## src/sv/dcs_pkg.sv

```systemverilog
// Shared constants and types for the delimited comment stripper.
`default_nettype none

package dcs_pkg;

   localparam int MAX_DELIM = 8;
   // Delimiter registers hold at most eight bytes.
   localparam int DELIM_CAP = (MAX_DELIM < 8) ? MAX_DELIM : 8;
   localparam int WIN_IDX_W = (MAX_DELIM > 1) ? $clog2(MAX_DELIM) : 1;
   localparam int FILL_W    = $clog2(MAX_DELIM + 1);
   localparam int SKIP_W    = (DELIM_CAP > 1) ? $clog2(DELIM_CAP) : 1;
   localparam int BYTE_W    = 8;
   localparam int PAT_W     = 64;
   localparam int LEN_W     = 4;
   localparam int CSR_IDX_W = 2;

   typedef enum logic [CSR_IDX_W-1:0] {
      CSR_BEGIN_PATTERN = 2'd0,
      CSR_BEGIN_LENGTH  = 2'd1,
      CSR_END_PATTERN   = 2'd2,
      CSR_END_LENGTH    = 2'd3
   } csr_index_type;

   typedef enum logic {
      KIND_CHAR     = 1'b0,
      KIND_LINE_END = 1'b1
   } item_kind_type;

   typedef logic [BYTE_W-1:0] win_type [MAX_DELIM];

   typedef struct packed {
      logic              keep;
      logic              in_cmt;
      logic [SKIP_W-1:0] skip;
   } decision_type;

endpackage

`default_nettype wire

```

## src/sv/delimited_comment_stripper_unit.sv

```systemverilog
// Top level of the delimited comment stripper: window, decider, flush sequencer, result register.
`default_nettype none

//  channel  | direction | ports
//  ---------+-----------+------------------------------------------------------
//  req      | in        | req_valid, req_stall, req_text_byte, req_line_last
//  rsp      | out       | rsp_valid, rsp_stall, rsp_item_kind, rsp_out_byte, rsp_run_last
//  csr      | in        | csr_we, csr_index, csr_wdata
//
// A byte that is not the last of its line is taken while req_stall is low; at most one
// result per transfer is written into the result register.
// A line-end byte starts a flush of the lookahead window: one head byte is decided
// per cycle while the result register is free, then a final step sends the line-end
// marker if the line kept a byte; req_stall is high for the whole flush.
// Reset is synchronous and clears control state; window contents need no reset.
// A stalled result blocks only transfers of a byte that fills the window.

module delimited_comment_stripper_unit (
   input  wire                           clock,
   input  wire                           reset,
   input  wire                           req_valid,
   output logic                          req_stall,
   input  wire [dcs_pkg::BYTE_W-1:0]     req_text_byte,
   input  wire                           req_line_last,
   output logic                          rsp_valid,
   input  wire                           rsp_stall,
   output logic                          rsp_item_kind,
   output logic [dcs_pkg::BYTE_W-1:0]    rsp_out_byte,
   output logic                          rsp_run_last,
   input  wire                           csr_we,
   input  wire [dcs_pkg::CSR_IDX_W-1:0]  csr_index,
   input  wire [dcs_pkg::PAT_W-1:0]      csr_wdata
);

   localparam int MAXD = dcs_pkg::MAX_DELIM;
   localparam int FW   = dcs_pkg::FILL_W;
   localparam int SW   = dcs_pkg::SKIP_W;

   // Configuration
   logic [dcs_pkg::PAT_W-1:0] begin_pat_ff, end_pat_ff;
   logic [dcs_pkg::LEN_W-1:0] begin_len_ff, end_len_ff;

   // Stream state
   dcs_pkg::win_type  win_ff, win_in, win_app, dec_win, win_shift;
   logic [FW-1:0]     fill_ff, fill_in, dec_fill;
   logic              in_cmt_ff, in_cmt_in;
   logic [SW-1:0]     skip_ff, skip_in;
   logic              kept_ff, kept_in;
   logic              flushing_ff, flushing_in;

   // Result register
   logic                       rsp_valid_ff, rsp_valid_in;
   logic                       rsp_kind_ff, rsp_kind_in;
   logic [dcs_pkg::BYTE_W-1:0] rsp_byte_ff, rsp_byte_in;
   logic                       rsp_last_ff, rsp_last_in;

   logic                  out_free, req_fire, full_next, flush_step;
   logic [FW-1:0]         begin_eff, end_eff;
   logic                  begin_hit, end_hit;
   dcs_pkg::decision_type dec;

   function automatic logic [FW-1:0] eff_len(input logic [dcs_pkg::LEN_W-1:0] len);
      logic [dcs_pkg::LEN_W-1:0] l;
      l = len;
      if (l == '0) l = dcs_pkg::LEN_W'(1);
      if (int'(l) > dcs_pkg::DELIM_CAP) l = dcs_pkg::LEN_W'(dcs_pkg::DELIM_CAP);
      return FW'(l);
   endfunction

   function automatic logic window_match(input dcs_pkg::win_type win,
                                         input logic [FW-1:0] fill,
                                         input logic [dcs_pkg::PAT_W-1:0] pat,
                                         input logic [FW-1:0] len);
      logic ok;
      ok = (len <= fill);
      for (int k = 0; k < dcs_pkg::DELIM_CAP; k++) begin
         if ((FW'(k) < len) && (win[k] != pat[8*k +: 8])) ok = 1'b0;
      end
      return ok;
   endfunction

   assign out_free  = !rsp_valid_ff || !rsp_stall;
   // Only a byte that fills the window can produce a result at transfer time.
   assign req_stall = flushing_ff ||
                      (!out_free && (fill_ff == FW'(MAXD - 1)));
   assign req_fire   = req_valid && !req_stall;
   assign full_next  = (fill_ff == FW'(MAXD - 1)) && !req_line_last;
   assign flush_step = flushing_ff && out_free;

   always_comb begin
      win_app = win_ff;
      win_app[fill_ff[dcs_pkg::WIN_IDX_W-1:0]] = req_text_byte;
   end

   // One decider serves both the streaming path and the flush sequencer.
   always_comb begin
      if (flushing_ff) dec_win = win_ff;
      else dec_win = win_app;
   end
   assign dec_fill = flushing_ff ? fill_ff : FW'(fill_ff + 1'b1);

   always_comb begin
      for (int k = 0; k < MAXD - 1; k++) win_shift[k] = dec_win[k+1];
      win_shift[MAXD-1] = dec_win[MAXD-1];
   end

   assign begin_eff = eff_len(begin_len_ff);
   assign end_eff   = eff_len(end_len_ff);
   assign begin_hit = window_match(dec_win, dec_fill, begin_pat_ff, begin_eff);
   assign end_hit   = window_match(dec_win, dec_fill, end_pat_ff, end_eff);

   always_comb begin
      dec.keep   = 1'b0;
      dec.in_cmt = in_cmt_ff;
      dec.skip   = skip_ff;
      if (skip_ff != '0) begin
         dec.skip = SW'(skip_ff - 1'b1);
      end else if (in_cmt_ff) begin
         if (end_hit) begin
            dec.in_cmt = 1'b0;
            dec.skip   = SW'(end_eff - 1'b1);
         end
      end else if (begin_hit) begin
         dec.in_cmt = 1'b1;
         dec.skip   = SW'(begin_eff - 1'b1);
      end else begin
         dec.keep = 1'b1;
      end
   end

   always_comb begin
      win_in       = win_ff;
      fill_in      = fill_ff;
      in_cmt_in    = in_cmt_ff;
      skip_in      = skip_ff;
      kept_in      = kept_ff;
      flushing_in  = flushing_ff;
      rsp_valid_in = rsp_valid_ff;
      rsp_kind_in  = rsp_kind_ff;
      rsp_byte_in  = rsp_byte_ff;
      rsp_last_in  = rsp_last_ff;
      if (out_free) rsp_valid_in = 1'b0;

      if (flush_step) begin
         if (fill_ff != '0) begin
            win_in    = win_shift;
            fill_in   = FW'(fill_ff - 1'b1);
            in_cmt_in = dec.in_cmt;
            skip_in   = dec.skip;
            if (dec.keep) begin
               // A kept byte during a flush is always followed by the marker.
               kept_in      = 1'b1;
               rsp_valid_in = 1'b1;
               rsp_kind_in  = dcs_pkg::KIND_CHAR;
               rsp_byte_in  = dec_win[0];
               rsp_last_in  = 1'b0;
            end
         end else begin
            flushing_in = 1'b0;
            skip_in     = '0;
            kept_in     = 1'b0;
            if (kept_ff) begin
               rsp_valid_in = 1'b1;
               rsp_kind_in  = dcs_pkg::KIND_LINE_END;
               rsp_byte_in  = '0;
               rsp_last_in  = 1'b1;
            end
         end
      end else if (req_fire) begin
         if (full_next) begin
            win_in    = win_shift;
            fill_in   = fill_ff;
            in_cmt_in = dec.in_cmt;
            skip_in   = dec.skip;
            if (dec.keep) begin
               kept_in      = 1'b1;
               rsp_valid_in = 1'b1;
               rsp_kind_in  = dcs_pkg::KIND_CHAR;
               rsp_byte_in  = dec_win[0];
               rsp_last_in  = 1'b1;
            end
         end else begin
            win_in      = win_app;
            fill_in     = FW'(fill_ff + 1'b1);
            flushing_in = req_line_last;
         end
      end
   end

   always_ff @(posedge clock) begin
      if (reset) begin
         begin_pat_ff <= '0;
         begin_len_ff <= dcs_pkg::LEN_W'(1);
         end_pat_ff   <= '0;
         end_len_ff   <= dcs_pkg::LEN_W'(1);
      end else if (csr_we) begin
         unique case (dcs_pkg::csr_index_type'(csr_index))
            dcs_pkg::CSR_BEGIN_PATTERN: begin_pat_ff <= csr_wdata;
            dcs_pkg::CSR_BEGIN_LENGTH:  begin_len_ff <= csr_wdata[dcs_pkg::LEN_W-1:0];
            dcs_pkg::CSR_END_PATTERN:   end_pat_ff   <= csr_wdata;
            dcs_pkg::CSR_END_LENGTH:    end_len_ff   <= csr_wdata[dcs_pkg::LEN_W-1:0];
            default: ;
         endcase
      end
   end

   always_ff @(posedge clock) begin
      if (reset) begin
         fill_ff      <= '0;
         in_cmt_ff    <= 1'b0;
         skip_ff      <= '0;
         kept_ff      <= 1'b0;
         flushing_ff  <= 1'b0;
         rsp_valid_ff <= 1'b0;
      end else begin
         fill_ff      <= fill_in;
         in_cmt_ff    <= in_cmt_in;
         skip_ff      <= skip_in;
         kept_ff      <= kept_in;
         flushing_ff  <= flushing_in;
         rsp_valid_ff <= rsp_valid_in;
      end
   end

   always_ff @(posedge clock) begin
      win_ff      <= win_in;
      rsp_kind_ff <= rsp_kind_in;
      rsp_byte_ff <= rsp_byte_in;
      rsp_last_ff <= rsp_last_in;
   end

   assign rsp_valid     = rsp_valid_ff;
   assign rsp_item_kind = rsp_kind_ff;
   assign rsp_out_byte  = rsp_byte_ff;
   assign rsp_run_last  = rsp_last_ff;

   // Between lines the window is never full.
   a_fill_bound: assert property (@(posedge clock) disable iff (reset)
      !flushing_ff |-> (fill_ff < FW'(MAXD)))
      else $error("window full outside a flush");

   // The bytes still to skip are always present in the window.
   a_skip_in_window: assert property (@(posedge clock) disable iff (reset)
      FW'(skip_ff) <= fill_ff)
      else $error("skip count exceeds window fill");

   // A line-end byte starts a flush.
   a_last_starts_flush: assert property (@(posedge clock) disable iff (reset)
      (req_fire && req_line_last) |=> flushing_ff)
      else $error("line end did not start a flush");

   // The marker closes the run of results of its input.
   a_marker_last: assert property (@(posedge clock) disable iff (reset)
      (rsp_valid_ff && (rsp_kind_ff == dcs_pkg::KIND_LINE_END)) |-> rsp_last_ff)
      else $error("line-end marker without run_last");

   // A flush ends with an empty window and no pending skip.
   a_flush_exit: assert property (@(posedge clock) disable iff (reset)
      $fell(flushing_ff) |-> ((fill_ff == '0) && (skip_ff == '0) && !kept_ff))
      else $error("flush ended with state left over");

endmodule

`default_nettype wire

```

## config.mk

```make
export PLATFORM = sky130hd
export DESIGN_NAME = delimited_comment_stripper_unit
export DESIGN_NICKNAME = d
export VERILOG_FILES = /design/src/sv/dcs_pkg.sv /design/src/sv/delimited_comment_stripper_unit.sv
export SDC_FILE = /design/constraint.sdc
export NUM_CORES = 1
export LEC_CHECK = 0
export ABC_AREA = 0
export BUFFER_PORTS_ARGS = -buffer_cell sky130_fd_sc_hd__buf_2
export CAP_MARGIN = 30
export CORE_MARGIN = 1.5
export CORE_UTILIZATION = 45
export DETAILED_ROUTE_END_ITERATION = 6
export MAX_ROUTING_LAYER = met4
export SLEW_MARGIN = 20
export SYNTH_ARGS = -nofsm -noshare
export SYNTH_HDL_FRONTEND = slang
export SYNTH_SLANG_ARGS = --single-unit
```

## constraint.sdc

```tcl
create_clock -name clock -period 4.43 [get_ports clock]
set_clock_uncertainty 0.2 [all_clocks]
set_input_delay 0.886 -clock clock [delete_from_list [all_inputs] [get_ports clock]]
set_output_delay 0.886 -clock clock [all_outputs]
set_load 0.005 [all_outputs]
```

# Word-level counts from Yosys, hierarchy flattened
# Index checks and enable logic that the tools add are counted.
totals:
  regBits: 221
  latch_bits: 0
  mem_bits_rw: 0
  romBits: 0
  inputBits: 80
  out_inout_bits: 12
  word_cells: 203
  n_memories: 0
classes:
  n_addsub: 5
  n_mul: 0
  div_mod_pow: 0
  order_cmp: 22
  eq_ne: 25
  shifts: 0
  n_mux: 82
  n_bitwise: 1
  n_reduce_logical: 47
op_table:
  columns: ["cell", "count"]
  rows:
  - ["64-bit 2-to-1 mux", 5]
  - ["8-bit != test", 16]
  - ["64-bit bitwise mux", 1]
  - ["8-bit 2-to-1 mux", 7]
  - ["1-bit 2-to-1 mux", 50]
  - ["4-bit 2-to-1 mux", 12]
  - ["3-bit by 4-bit less-than comparator with 1-bit output (first input constant)", 8]
  - ["8-bit demux with 3-bit select", 1]
  - ["1-bit logical AND", 21]
  - ["1-bit by 4-bit less-than comparator with 1-bit output (first input constant)", 4]
  - ["2-bit by 4-bit less-than comparator with 1-bit output (first input constant)", 4]
  - ["3-bit 2-to-1 mux", 5]
  - ["2-bit AND reduction", 6]
  - ["3-bit AND reduction", 4]
  - ["3-bit by 1-bit subtractor with 3-bit output (second input constant)", 3]
  - ["4-bit > comparator (second input constant)", 2]
  - ["4-bit <= comparator", 2]
  - ["4-bit zero test", 2]
  - ["2-bit nonzero test", 3]
  - ["1-bit zero test", 5]
  - ["5-bit AND reduction", 1]
  - ["4-bit by 1-bit adder with 4-bit output (second input constant)", 1]
  - ["2-bit equality test (second input constant)", 2]
  - ["4-bit by 3-bit equality test with 1-bit output (second input constant)", 1]
  - ["13 further kinds", 16]

# Logic depth before layout (Yosys ltp)
# Gate-level depths: netlist of the first run.
logic_depth:
  ltp_word: 24
  depth_mapped: 17

# Worst setup path before layout of the first run
# OpenSTA, ideal clock, no wires.
synth_path:
  path_type: "in2reg"
  start: "input port req_text_byte[6] (netlist name)"
  end: "register rsp_byte_ff, in the netlist rsp_out_byte[5], data pin"
  arrival_time_ps: 3539
  required_ps: 3964
  setup_slack_ps: 425
  path_stages: 11
  path_cell_list: "clkbuf_1 buf_1 o22ai_1 a2111oi_1 nand3_1 or4b_1 o32a_1 o21ai_2 buf_6 mux2i_1 nor2_1"
synth_rtl:
  columns: ["item", "line", "text"]
  rows:
  - ["start, declared", "delimited_comment_stripper_unit.sv:23", "input wire [dcs_pkg::BYTE_W-1:0] req_text_byte,"]
  - ["end signal, assigned", "delimited_comment_stripper_unit.sv:228", "rsp_byte_ff <= rsp_byte_in;"]
  - ["end, declared", "delimited_comment_stripper_unit.sv:54", "logic [dcs_pkg::BYTE_W-1:0] rsp_byte_ff, rsp_byte_in;"]

# Worst setup path after layout of the first run
layout_path:
  start: "register fill_ff[1]"
  end: "register rsp_byte_ff, in the netlist rsp_out_byte[6], data pin"
layout_between:
  elab_chain_len: 24
  elab_cells_between_ends: 44
  classes_between: "add/sub: 1; order compare: 3; eq/ne: 8; mux: 21; bitwise: 1; reduce/logical: 10"
layout_rtl:
  columns: ["item", "line", "text"]
  rows:
  - ["start, declared", "delimited_comment_stripper_unit.sv:45", "logic [FW-1:0] fill_ff, fill_in, dec_fill;"]
  - ["start signal, assigned", "delimited_comment_stripper_unit.sv:216", "fill_ff <= fill_in;"]
  - ["3-bit NOT with 4-bit output (not written as such)", "delimited_comment_stripper_unit.sv:92", "win_app[fill_ff[dcs_pkg::WIN_IDX_W-1:0]] = req_text_byte;"]
  - ["4-bit >= comparator (not written as such) or 4-bit by 1-bit less-than comparator with 1-bit output (tied branches)", "delimited_comment_stripper_unit.sv:92", null]
  - ["1-bit logical AND (not written as such)", "delimited_comment_stripper_unit.sv:92", null]
  - ["8-bit 2-to-1 mux (not written as such)", "delimited_comment_stripper_unit.sv:92", null]
  - ["8-bit demux with 3-bit select", "delimited_comment_stripper_unit.sv:92", null]
  - ["64-bit bitwise mux", "delimited_comment_stripper_unit.sv:92", null]
  - ["64-bit 2-to-1 mux", "delimited_comment_stripper_unit.sv:97", "if (flushing_ff) dec_win = win_ff;"]
  - ["8-bit != test", null, null]
  - ["1-bit logical AND", null, null]
  - ["1-bit 2-to-1 mux (10 in a row)", null, null]
  - ["2-bit 2-to-1 mux", null, null]
  - ["8-bit 2-to-1 mux", "delimited_comment_stripper_unit.sv:150, delimited_comment_stripper_unit.sv:175", null]
  - ["8-bit 2-to-1 mux", "delimited_comment_stripper_unit.sv:170", "if (full_next) begin"]
  - ["8-bit 2-to-1 mux", "delimited_comment_stripper_unit.sv:169", "end else if (req_fire) begin"]
  - ["8-bit 2-to-1 mux *", "delimited_comment_stripper_unit.sv:144", "if (flush_step) begin"]
  - ["net rsp_byte_in, one bit", "delimited_comment_stripper_unit.sv:54", null]
# The timed path passes the listed nets; every way through them passes the cells marked *. The select of a mux whose other input is x is not followed.
# A chain may end at the register's enable or synchronous reset.

==> results of run 1 <==
[layout make-up]
cell class	count	area, um2
inverters	73	274
multi-input cells	1231	7210
clock buffers	36	771
clock inverters	12	72.6
repair buffers	158	998
fillers	2802	13600
well taps	384	480
flip-flops and latches	221	5170
[sequential cells by signal, indices dropped and copies added (netlist names), 3 cells and up]
register      flops
begin_len_ff      4
win_ff           64
rsp_out_byte      8
begin_pat_ff     64
end_pat_ff       64
end_len_ff        4
fill_ff           4
skip_ff           3
[logic make-up after synthesis]
family / share of synthesized area
mux: 0.0558
simple gates: 0.214
flops: 0.395
xor+xnor: 0.0563
buf+inv: 0.0554
compound gates: 0.208
fa+ha+maj: 0.0153
[Yosys cell counts, types with 4 or more instances]
cell type  number  area (um2)
a2111oi_0      11        96.3
a211oi_1       12        90.1
a21o_1          6        45.0
a21oi_1       179         896
a221oi_1       13         114
a222oi_1        4        40.0
a22oi_1         5        37.5
a31oi_1         8        50.1
buf_1           8        30.0
buf_2           5        25.0
clkbuf_1       96         360
dfxtp_1       147        2940
edfxtp_1       74        2220
ha_1           16         200
inv_1          72         270
mux2_2          7        78.8
mux2i_1        65         651
nand2_1       345        1290
nand2b_1       12        75.1
nand3_1        25         125
nand3b_1        4        30.0
nor2_1        128         480
nor2b_1        30         188
nor3_1         28         140
nor4_1         11        68.8
o211ai_1        6        45.0
o21a_1          4        30.0
o21ai_0        45         225
o21ai_1         4        20.0
o221ai_1       14         123
o22ai_1        69         432
o2bb2ai_1       4        35.0
or2_2           8        50.1
or3_1           4        25.0
or4_1           4        30.0
or4b_1          4        40.0
xnor2_1        31         272
xor2_1         53         464
[worst max-delay path: cells and delay by family (launching register included)]
family / cells / cell delay [ns]
simple gates: 4 / 1.56
compound gates: 5 / 1.37
mux: 1 / 0.19
buf+inv: 1 / 0.15
flops: 1 / 0.48
[timing repair]
item	4_1_cts	5_1_grt
endpoints found under the setup margin	0	12
setup buffers	0	0
gates resized for setup	0	3
[where the power goes]
group	total, mW	leakage, nW	internal [mW]	switching (mW)
clock	2.10	0.422	1.22	0.882
sequential	2.58	1.91	2.34	0.243
combinational	1.45	3.35	0.601	0.845
total	6.13	5.68	4.16	1.97
[worst max path at each step]
stage                     cells after the start                         to  slack, ns
after floorplan                              11  rsp_out_byte[5]$_DFFE_PP_       0.43
after global placement                       14    skip_ff[0]$_SDFFE_PP0P_       0.01
after detailed placement                     12  rsp_out_byte[6]$_DFFE_PP_       0.11
after CTS                                    11  rsp_out_byte[6]$_DFFE_PP_       0.12
after global routing                         12    skip_ff[1]$_SDFFE_PP0P_       0.03
final                                        11  rsp_out_byte[6]$_DFFE_PP_       0.23
[per-layer routing]
metal / wire, um / global-route usage / up-vias / share of wire
li1: - / - / 5929 / -
met1: 19200 / 0.386 / 5922 / 0.45
met2: 19900 / 0.465 / 420 / 0.46
met3: 2290 / 0.0298 / 100 / 0.054
met4: 1330 / 0.0830 / 0 / 0.031
met5: 0 / - / - / 0
[stage by stage]
step	instances	power [mW]
after CTS	2114	6.15
after global routing	2115	6.42
after global placement	2066	4.02
final	2115	6.13
after floorplan	1637	3.54
after detailed placement	2066	4.04
==> impl_metrics.json, run 1 <==
{
  "path_clk_slew_ns": 0.06,
  "std_cell_rows": 62,
  "synth_area_per_cell_um2": 7.98,
  "first_pass_iters": 6,
  "drv_cap": 0,
  "tns_ns": 0,
  "h-tree-depth": 1,
  "vias_per_cell": 5.85,
  "placed_cell_area_mm2": 0.0141,
  "syn_inst": 1637,
  "endpoint_kind": "flop",
  "powerDensity_mw_per_mm2": 409,
  "post-place-ws_ns": 0.110,
  "cts.path.max_buffers": 3,
  "p_leak_nw": 5.68,
  "fp.coreArea_mm2": 0.0286,
  "cts_buffers": 26,
  "rsz0062_at_grt": "false",
  "ir_worst_vdd_mv": 0.263,
  "fmax_mhz": 238,
  "post-dp-hpwl_mm": 30.5,
  "synth_seq_area_share": 0.395,
  "antenna_found_initial": 0,
  "drv_slew": 0,
  "required_ns": 4.52,
  "synth_edf_count": 74,
  "grt_pass1_vias": 11700,
  "r2r-start": "fill_ff[1]$_SDFFE_PP0P_",
  "layout_commonest_cell": "nand2_1",
  "hold_buffers": 0,
  "crit_path_top_delay_cell": "or4b_1",
  "num_antenna_cells": 0,
  "synth_top_flop_cell": "dfxtp_1",
  "startpoint_type": "flop",
  "min_period_ns": 4.20,
  "outcome": "finished, final reports clean",
  "yosysUniqueCellTypes": 82,
  "crit_top_cell": "or4b_1",
  "min_from": "end_pat_ff[12]$_SDFFE_PP0P_",
  "post-route-util": 0.523,
  "whs_ns": 0.263,
  "setup_violations": 0,
  "die-area_mm2": 0.0301,
  "drtIter0Drc": 1114,
  "cts_root_buf": "clkbuf_16",
  "netlist_area_mm2": 0.0131,
  "fin_crit_sh": 0.949,
  "num_vias": 12400,
  "start_util": 0.456,
  "design_area_mm2": 0.0150,
  "drc": 0,
  "die_w_um": 173,
  "crit_start": "fill_ff[1]$_SDFFE_PP0P_",
  "reg2reg_depth": 11,
  "grt_max_degree": 92,
  "routedWlPerCell_um": 20.2,
  "synthesis.nets": 1733,
  "routed_wl_mm": 42.7,
  "holdPathStages": 2,
  "worst_path_largest_cell_delay_ns": 0.67,
  "ff2ff_setup_slack_ns": 0.23,
  "cp_max_fo": 13,
  "cts_tree": "done",
  "drtAntennaViolNets": 0,
  "mostFrequentLayoutCells": "nand2_1 (344), a21oi_1 (179), dfxtp_1 (146), nor2_1 (127), buf_2 (90)",
  "async_reset_ff_frac": 0,
  "grt_pass1_wl_mm": 67.1,
  "ys_seq_elements": 221,
  "worstSetupPathType": "flop to flop",
  "worstPathArrival_ns": 4.30,
  "rr_endpoint": "rsp_out_byte[6]$_DFFE_PP_",
  "area_growth_syn_to_layout_pct": 14.6,
  "hold_viol": 0,
  "gp_congestion": 0.971,
  "grt_usage": 0.289,
  "worstPathCellList": "or4b_1 > a221oi_2 > o22ai_1 > a2111oi_1 > nand3_1 > or4b_1 > o32a_1 > o21ai_2 > buf_12 > mux2i_1 > nor2_1",
  "yosysWarnings": 0,
  "relSlewSlack": 0.410,
  "grt-ovfl-total": 0,
  "worst_pin_slew_ns": 0.883,
  "io_pins": 92,
  "whs_endpoint": "end_pat_ff[12]$_SDFFE_PP0P_",
  "drive_above_1_share": 0.136,
  "setup_slack_ns": 0.226,
  "fp.dieH_um": 173,
  "cts.sinks": 221,
  "hp-class": "flop to flop",
  "insertion_delay_ns": 0.54,
  "numPortBuffers": 91,
  "fin_nets": 1807
}
Note: power is estimated with default switching activity, not from simulation.
==> run 2, diff against run 1 <==
--- a/config.mk
+++ b/config.mk
@@ -6,11 +6,11 @@
 export NUM_CORES = 1
 export LEC_CHECK = 0
 export ABC_AREA = 0
-export BUFFER_PORTS_ARGS = -buffer_cell sky130_fd_sc_hd__buf_2
-export CAP_MARGIN = 30
+export CAP_MARGIN = 20
 export CORE_MARGIN = 1.5
 export CORE_UTILIZATION = 45
 export DETAILED_ROUTE_END_ITERATION = 6
+export DONT_BUFFER_PORTS = 1
 export MAX_ROUTING_LAYER = met4
 export SLEW_MARGIN = 20
 export SYNTH_ARGS = -nofsm -noshare
==> impl_metrics.json, run 2 (synthesized netlist as in run 1, its figures left out) <==
{
  "cts_root_buf": "clkbuf_16",
  "cp_top_family": "simple AND/OR/NAND/NOR gates",
  "cp_max_fo": 16,
  "relSlewSlack": 0.396,
  "met3_length_mm": 2.62,
  "drv_slew": 0,
  "mostFrequentLayoutCells": "nand2_1 (344), a21oi_1 (179), dfxtp_1 (146), nor2_1 (127), edfxtp_1 (74)",
  "wl_met1_mm": 18.7,
  "largestRegisters": "begin_pat_ff x64, end_pat_ff x64, win_ff x64",
  "wl_met2_mm": 19.4,
  "dp_cells": 1950,
  "num_antenna_cells": 0,
  "num_vias": 11900,
  "die_w_um": 173,
  "final_cells": 1998,
  "path_clk_slew_ns": 0.06,
  "holdPathStages": 1,
  "r2r-start": "fill_ff[1]$_SDFFE_PP0P_",
  "rsz0062_at_grt": "false",
  "drv_cap": 0,
  "grt_pass1_wl_mm": 66.6,
  "design_area_mm2": 0.0144,
  "die-area_mm2": 0.0301,
  "fp.dieH_um": 173,
  "powerDensity_mw_per_mm2": 424,
  "io_pins": 92,
  "worstSetupPathDepth": 11,
  "min_from": "reset",
  "ff2ff_setup_slack_ns": 0.31,
  "placed_cell_area_mm2": 0.0135,
  "post-dp-hpwl_mm": 29.5,
  "cts_buffers": 26,
  "endpoint_kind": "flop",
  "grt_pass1_vias": 11500,
  "antenna_found_initial": 0,
  "ir_worst_vdd_mv": 0.269,
  "first_pass_iters": 5,
  "hp-class": "input port to flop",
  "fin_nets": 1691,
  "highest_layer": "met4",
  "std_cell_rows": 62,
  "setup_violations": 0,
  "outcome": "finished, final reports clean",
  "startpoint_type": "flop",
  "reg2reg_depth": 11,
  "worstSetupPathType": "flop to flop",
  "hold_viol": 0,
  "min_period_ns": 4.12,
  "numPortBuffers": 0,
  "drc": 0,
  "fin_crit_sh": 0.929,
  "critPathBufInv": 1,
  "gp_congestion": 0.934,
  "routed_wl_mm": 42.2,
  "fmax_mhz": 243,
  "p_leak_nw": 5.22,
  "crit_start": "fill_ff[1]$_SDFFE_PP0P_",
  "worst_path_largest_cell_delay_ns": 0.56,
  "vias_per_cell": 5.95,
  "whs_ns": 0.229,
  "crit_path_top_delay_cell": "or4b_1",
  "crit_top_cell": "or4b_1",
  "fp.coreArea_mm2": 0.0286,
  "cts_tree": "done",
  "worstPathCellList": "or4b_1 > a221oi_2 > o22ai_1 > a2111oi_1 > nand3_1 > or4b_1 > o32a_1 > o21ai_2 > buf_12 > mux2i_1 > nor2_1",
  "rr_endpoint": "rsp_out_byte[5]$_DFFE_PP_",
  "grt_usage": 0.286,
  "tns_ns": 0,
  "routedWlPerCell_um": 21.1,
  "grt_max_degree": 149,
  "drtAntennaViolNets": 0,
  "required_ns": 4.51,
  "worst_pin_slew_ns": 0.905,
  "drive_above_1_share": 0.0725,
  "area_growth_syn_to_layout_pct": 10.1,
  "layout_commonest_cell": "nand2_1",
  "cts.sinks": 221,
  "h-tree-depth": 1,
  "worstPathArrival_ns": 4.20,
  "crit_end": "rsp_out_byte[5]$_DFFE_PP_",
  "grt-ovfl-total": 0,
  "start_util": 0.456,
  "post-route-util": 0.503,
  "insertion_delay_ns": 0.54,
  "cts.path.max_buffers": 3,
  "drtIter0Drc": 821,
  "fill_cells": 2780
}
-- run 2: cell count changes in the layout (fill, tap and decap cells not counted), moves of 2 or more --
| cell | before | now |
|---|---|---|
| buf_4 | 65 | 40 |
| clkbuf_1 | 4 | 7 |
| inv_4 | 3 | 0 |
| clkbuf_16 | 28 | 30 |
| buf_2 | 90 | 0 |
-- run 2: final cells by class --
cell class | instances | area, um2 | area share
multi-input cells | 1231 | 7230 | 0.503
flip-flops and latches | 221 | 5170 | 0.359
clock buffers | 42 | 846 | 0.0588
well taps | 384 | 480 | 0.0334
repair buffers | 42 | 340 | 0.0237
inverters | 73 | 274 | 0.0190
clock inverters | 5 | 50.0 | 0.00348
-- run 2: how the worst min path moves through the flow --
stage,endpoint
4_1_cts,begin_pat_ff[0]$_SDFFE_PP0P_
2_1_floorplan,begin_len_ff[0]$_SDFFE_PP1P_
5_1_grt,skip_ff[0]$_SDFFE_PP0P_
6_report,skip_ff[1]$_SDFFE_PP0P_
3_5_place_dp,end_pat_ff[12]$_SDFFE_PP0P_
3_3_place_gp,end_pat_ff[12]$_SDFFE_PP0P_
-- run 2: timing repair --
action	CTS	global route
setup endpoints to repair	0	14
buffers inserted	0	1
hold buffers	0	0
resized for setup	0	5
-- run 2: per-layer routing --
| metal | up-vias | GRT usage |
|---|---|---|
| li1 | 5691 | - |
| met1 | 5700 | 0.377 |
| met2 | 416 | 0.453 |
| met3 | 82 | 0.0397 |
| met4 | 0 | 0.0942 |
| met5 | - | - |
-- run 2: stage by stage --
step / power, mW / setup slack [ns]
CTS: 6.12 / 0.222
detailed placement: 3.90 / 0.255
floorplan: 3.54 / 0.425
global placement: 3.88 / 0.182
global route: 6.39 / 0.00888
finish: 6.10 / 0.313
-- run 2: power by group --
| part | leakage (nW) | internal, mW | switching (mW) |
|---|---|---|---|
| Clock | 0.444 | 1.36 | 0.860 |
| Combinational | 2.87 | 0.557 | 0.740 |
| Sequential | 1.91 | 2.34 | 0.247 |
| Total | 5.22 | 4.25 | 1.85 |
==> run 3, diff against run 2 <==
--- a/config.mk
+++ b/config.mk
@@ -6,9 +6,10 @@
 export NUM_CORES = 1
 export LEC_CHECK = 0
 export ABC_AREA = 0
-export CAP_MARGIN = 20
+export CAP_MARGIN = 30
 export CORE_MARGIN = 1.5
 export CORE_UTILIZATION = 45
+export CTS_BUF_LIST = sky130_fd_sc_hd__clkbuf_4 sky130_fd_sc_hd__clkbuf_8 sky130_fd_sc_hd__clkbuf_16
 export DETAILED_ROUTE_END_ITERATION = 6
 export DONT_BUFFER_PORTS = 1
 export MAX_ROUTING_LAYER = met4
==> impl_metrics.json, run 3 (synthesized netlist as in run 1, its figures left out) <==
{
  "crit_end": "rsp_out_byte[5]$_DFFE_PP_",
  "fin_crit_sh": 0.927,
  "drive_above_1_share": 0.0768,
  "h-tree-depth": 1,
  "cts_tree": "done",
  "insertion_delay_ns": 0.54,
  "worstPathArrival_ns": 4.19,
  "crit_start": "fill_ff[1]$_SDFFE_PP0P_",
  "total_power_mw": 6.15,
  "hp-class": "input port to flop",
  "tns_ns": 0,
  "dp_cells": 1950,
  "design_area_mm2": 0.0144,
  "fp.dieH_um": 173,
  "fp.coreArea_mm2": 0.0286,
  "cts_buffers": 26,
  "routedWlPerCell_um": 21.2,
  "num_antenna_cells": 0,
  "rsz0062_at_grt": "false",
  "std_cell_rows": 62,
  "fill_cells": 2775,
  "start_util": 0.456,
  "startpoint_type": "flop",
  "mostFrequentLayoutCells": "nand2_1 (344), a21oi_1 (179), dfxtp_1 (146), nor2_1 (127), edfxtp_1 (74)",
  "hold_viol": 0,
  "endpoint_kind": "flop",
  "antenna_found_initial": 0,
  "post-dp-hpwl_mm": 29.5,
  "final_cells": 1998,
  "min_period_ns": 4.11,
  "ff2ff_setup_slack_ns": 0.32,
  "die-area_mm2": 0.0301,
  "setup_slack_ns": 0.325,
  "whs_ns": 0.228,
  "outcome": "finished with violations",
  "violations": "design-rule violations",
  "post-place-ws_ns": 0.255,
  "setup_violations": 0,
  "relSlewSlack": 0.391,
  "p_leak_nw": 5.24,
  "grt-ovfl-total": 0,
  "first_pass_iters": 7,
  "required_ns": 4.52,
  "numPortBuffers": 0,
  "area_growth_syn_to_layout_pct": 10.3,
  "worst_pin_slew_ns": 0.913,
  "cts.path.max_buffers": 3,
  "multi_input_area_mm2": 0.00723,
  "drtIter0Drc": 888,
  "cp_max_fo": 16,
  "die_w_um": 173,
  "rr_endpoint": "rsp_out_byte[5]$_DFFE_PP_",
  "largestRegisters": "begin_pat_ff x64, end_pat_ff x64, win_ff x64",
  "drc": 3,
  "path_clk_slew_ns": 0.06,
  "fmax_mhz": 244,
  "placed_cell_area_mm2": 0.0135,
  "ir_worst_vdd_mv": 0.269,
  "grt_pass1_vias": 11500,
  "drv_slew": 0,
  "fin_nets": 1691,
  "num_vias": 11900,
  "gp_congestion": 0.934,
  "grt_pass1_wl_mm": 66.6,
  "worstSetupPathType": "flop to flop",
  "vias_per_cell": 5.95,
  "post-route-util": 0.504,
  "hold_buffers": 0,
  "io_pins": 92,
  "drv_cap": 0,
  "routed_wl_mm": 42.3,
  "r2r-start": "fill_ff[1]$_SDFFE_PP0P_",
  "cts.sinks": 221,
  "reg2reg_depth": 11,
  "grt_max_degree": 149,
  "cts_root_buf": "clkbuf_16",
  "layout_commonest_cell": "nand2_1",
  "drtAntennaViolNets": 0,
  "powerDensity_mw_per_mm2": 427,
  "grt_usage": 0.286,
  "final-seq-area_mm2": 0.00517
}
run 3: cell count changes in the layout (fill, tap and decap cells not counted):
cell,before,now
clkbuf_1,7,0
clkbuf_4,0,7
run 3: how the worst min path moves through the flow:
stage / from / end / slack [ns] / cells after the start
5_1_grt: reset / skip_ff[0]$_SDFFE_PP0P_ / 0.21 / 1
6_report: reset / skip_ff[0]$_SDFFE_PP0P_ / 0.23 / 1
3_3_place_gp: end_pat_ff[12]$_SDFFE_PP0P_ / end_pat_ff[12]$_SDFFE_PP0P_ / 0.25 / 2
4_1_cts: reset / begin_pat_ff[0]$_SDFFE_PP0P_ / 0.20 / 1
3_5_place_dp: end_pat_ff[12]$_SDFFE_PP0P_ / end_pat_ff[12]$_SDFFE_PP0P_ / 0.25 / 2
2_1_floorplan: begin_len_ff[0]$_SDFFE_PP1P_ / begin_len_ff[0]$_SDFFE_PP1P_ / 0.24 / 1
run 3: final cells by class:
type,count,share of cell area
clock buffers,42,0.0605
clock inverters,5,0.00347
inverters,73,0.0190
multi-input cells,1231,0.502
flip-flops and latches,221,0.358
well taps,384,0.0333
repair buffers,42,0.0236
run 3: routing by layer:
metal / share of wire / track usage / vias to the layer above
met5: 0 / - / -
met4: 0.034 / 0.0942 / 0
met3: 0.057 / 0.0397 / 84
met2: 0.46 / 0.453 / 400
met1: 0.45 / 0.377 / 5704
li1: - / - / 5696
run 3: worst max-delay path, cell delays in order (launching register included):
cell       delay (ns)
dfxtp_1          0.53
or4b_1           0.55
a221oi_2         0.19
o22ai_1          0.11
a2111oi_1        0.41
nand3_1          0.26
or4b_1           0.56
o32a_1           0.41
o21ai_2          0.22
buf_12           0.16
mux2i_1          0.18
nor2_1           0.05
run 3: report_power, final:
group	internal, mW	switching (mW)	total (mW)
Combinational	0.557	0.742	1.30
Sequential	2.34	0.249	2.59
Clock	1.40	0.862	2.26
Total	4.30	1.85	6.15
run 3: repair_timing:
item,in CTS,in global routing
resized for setup,0,5
buffers inserted,0,1
setup endpoints to repair,0,14
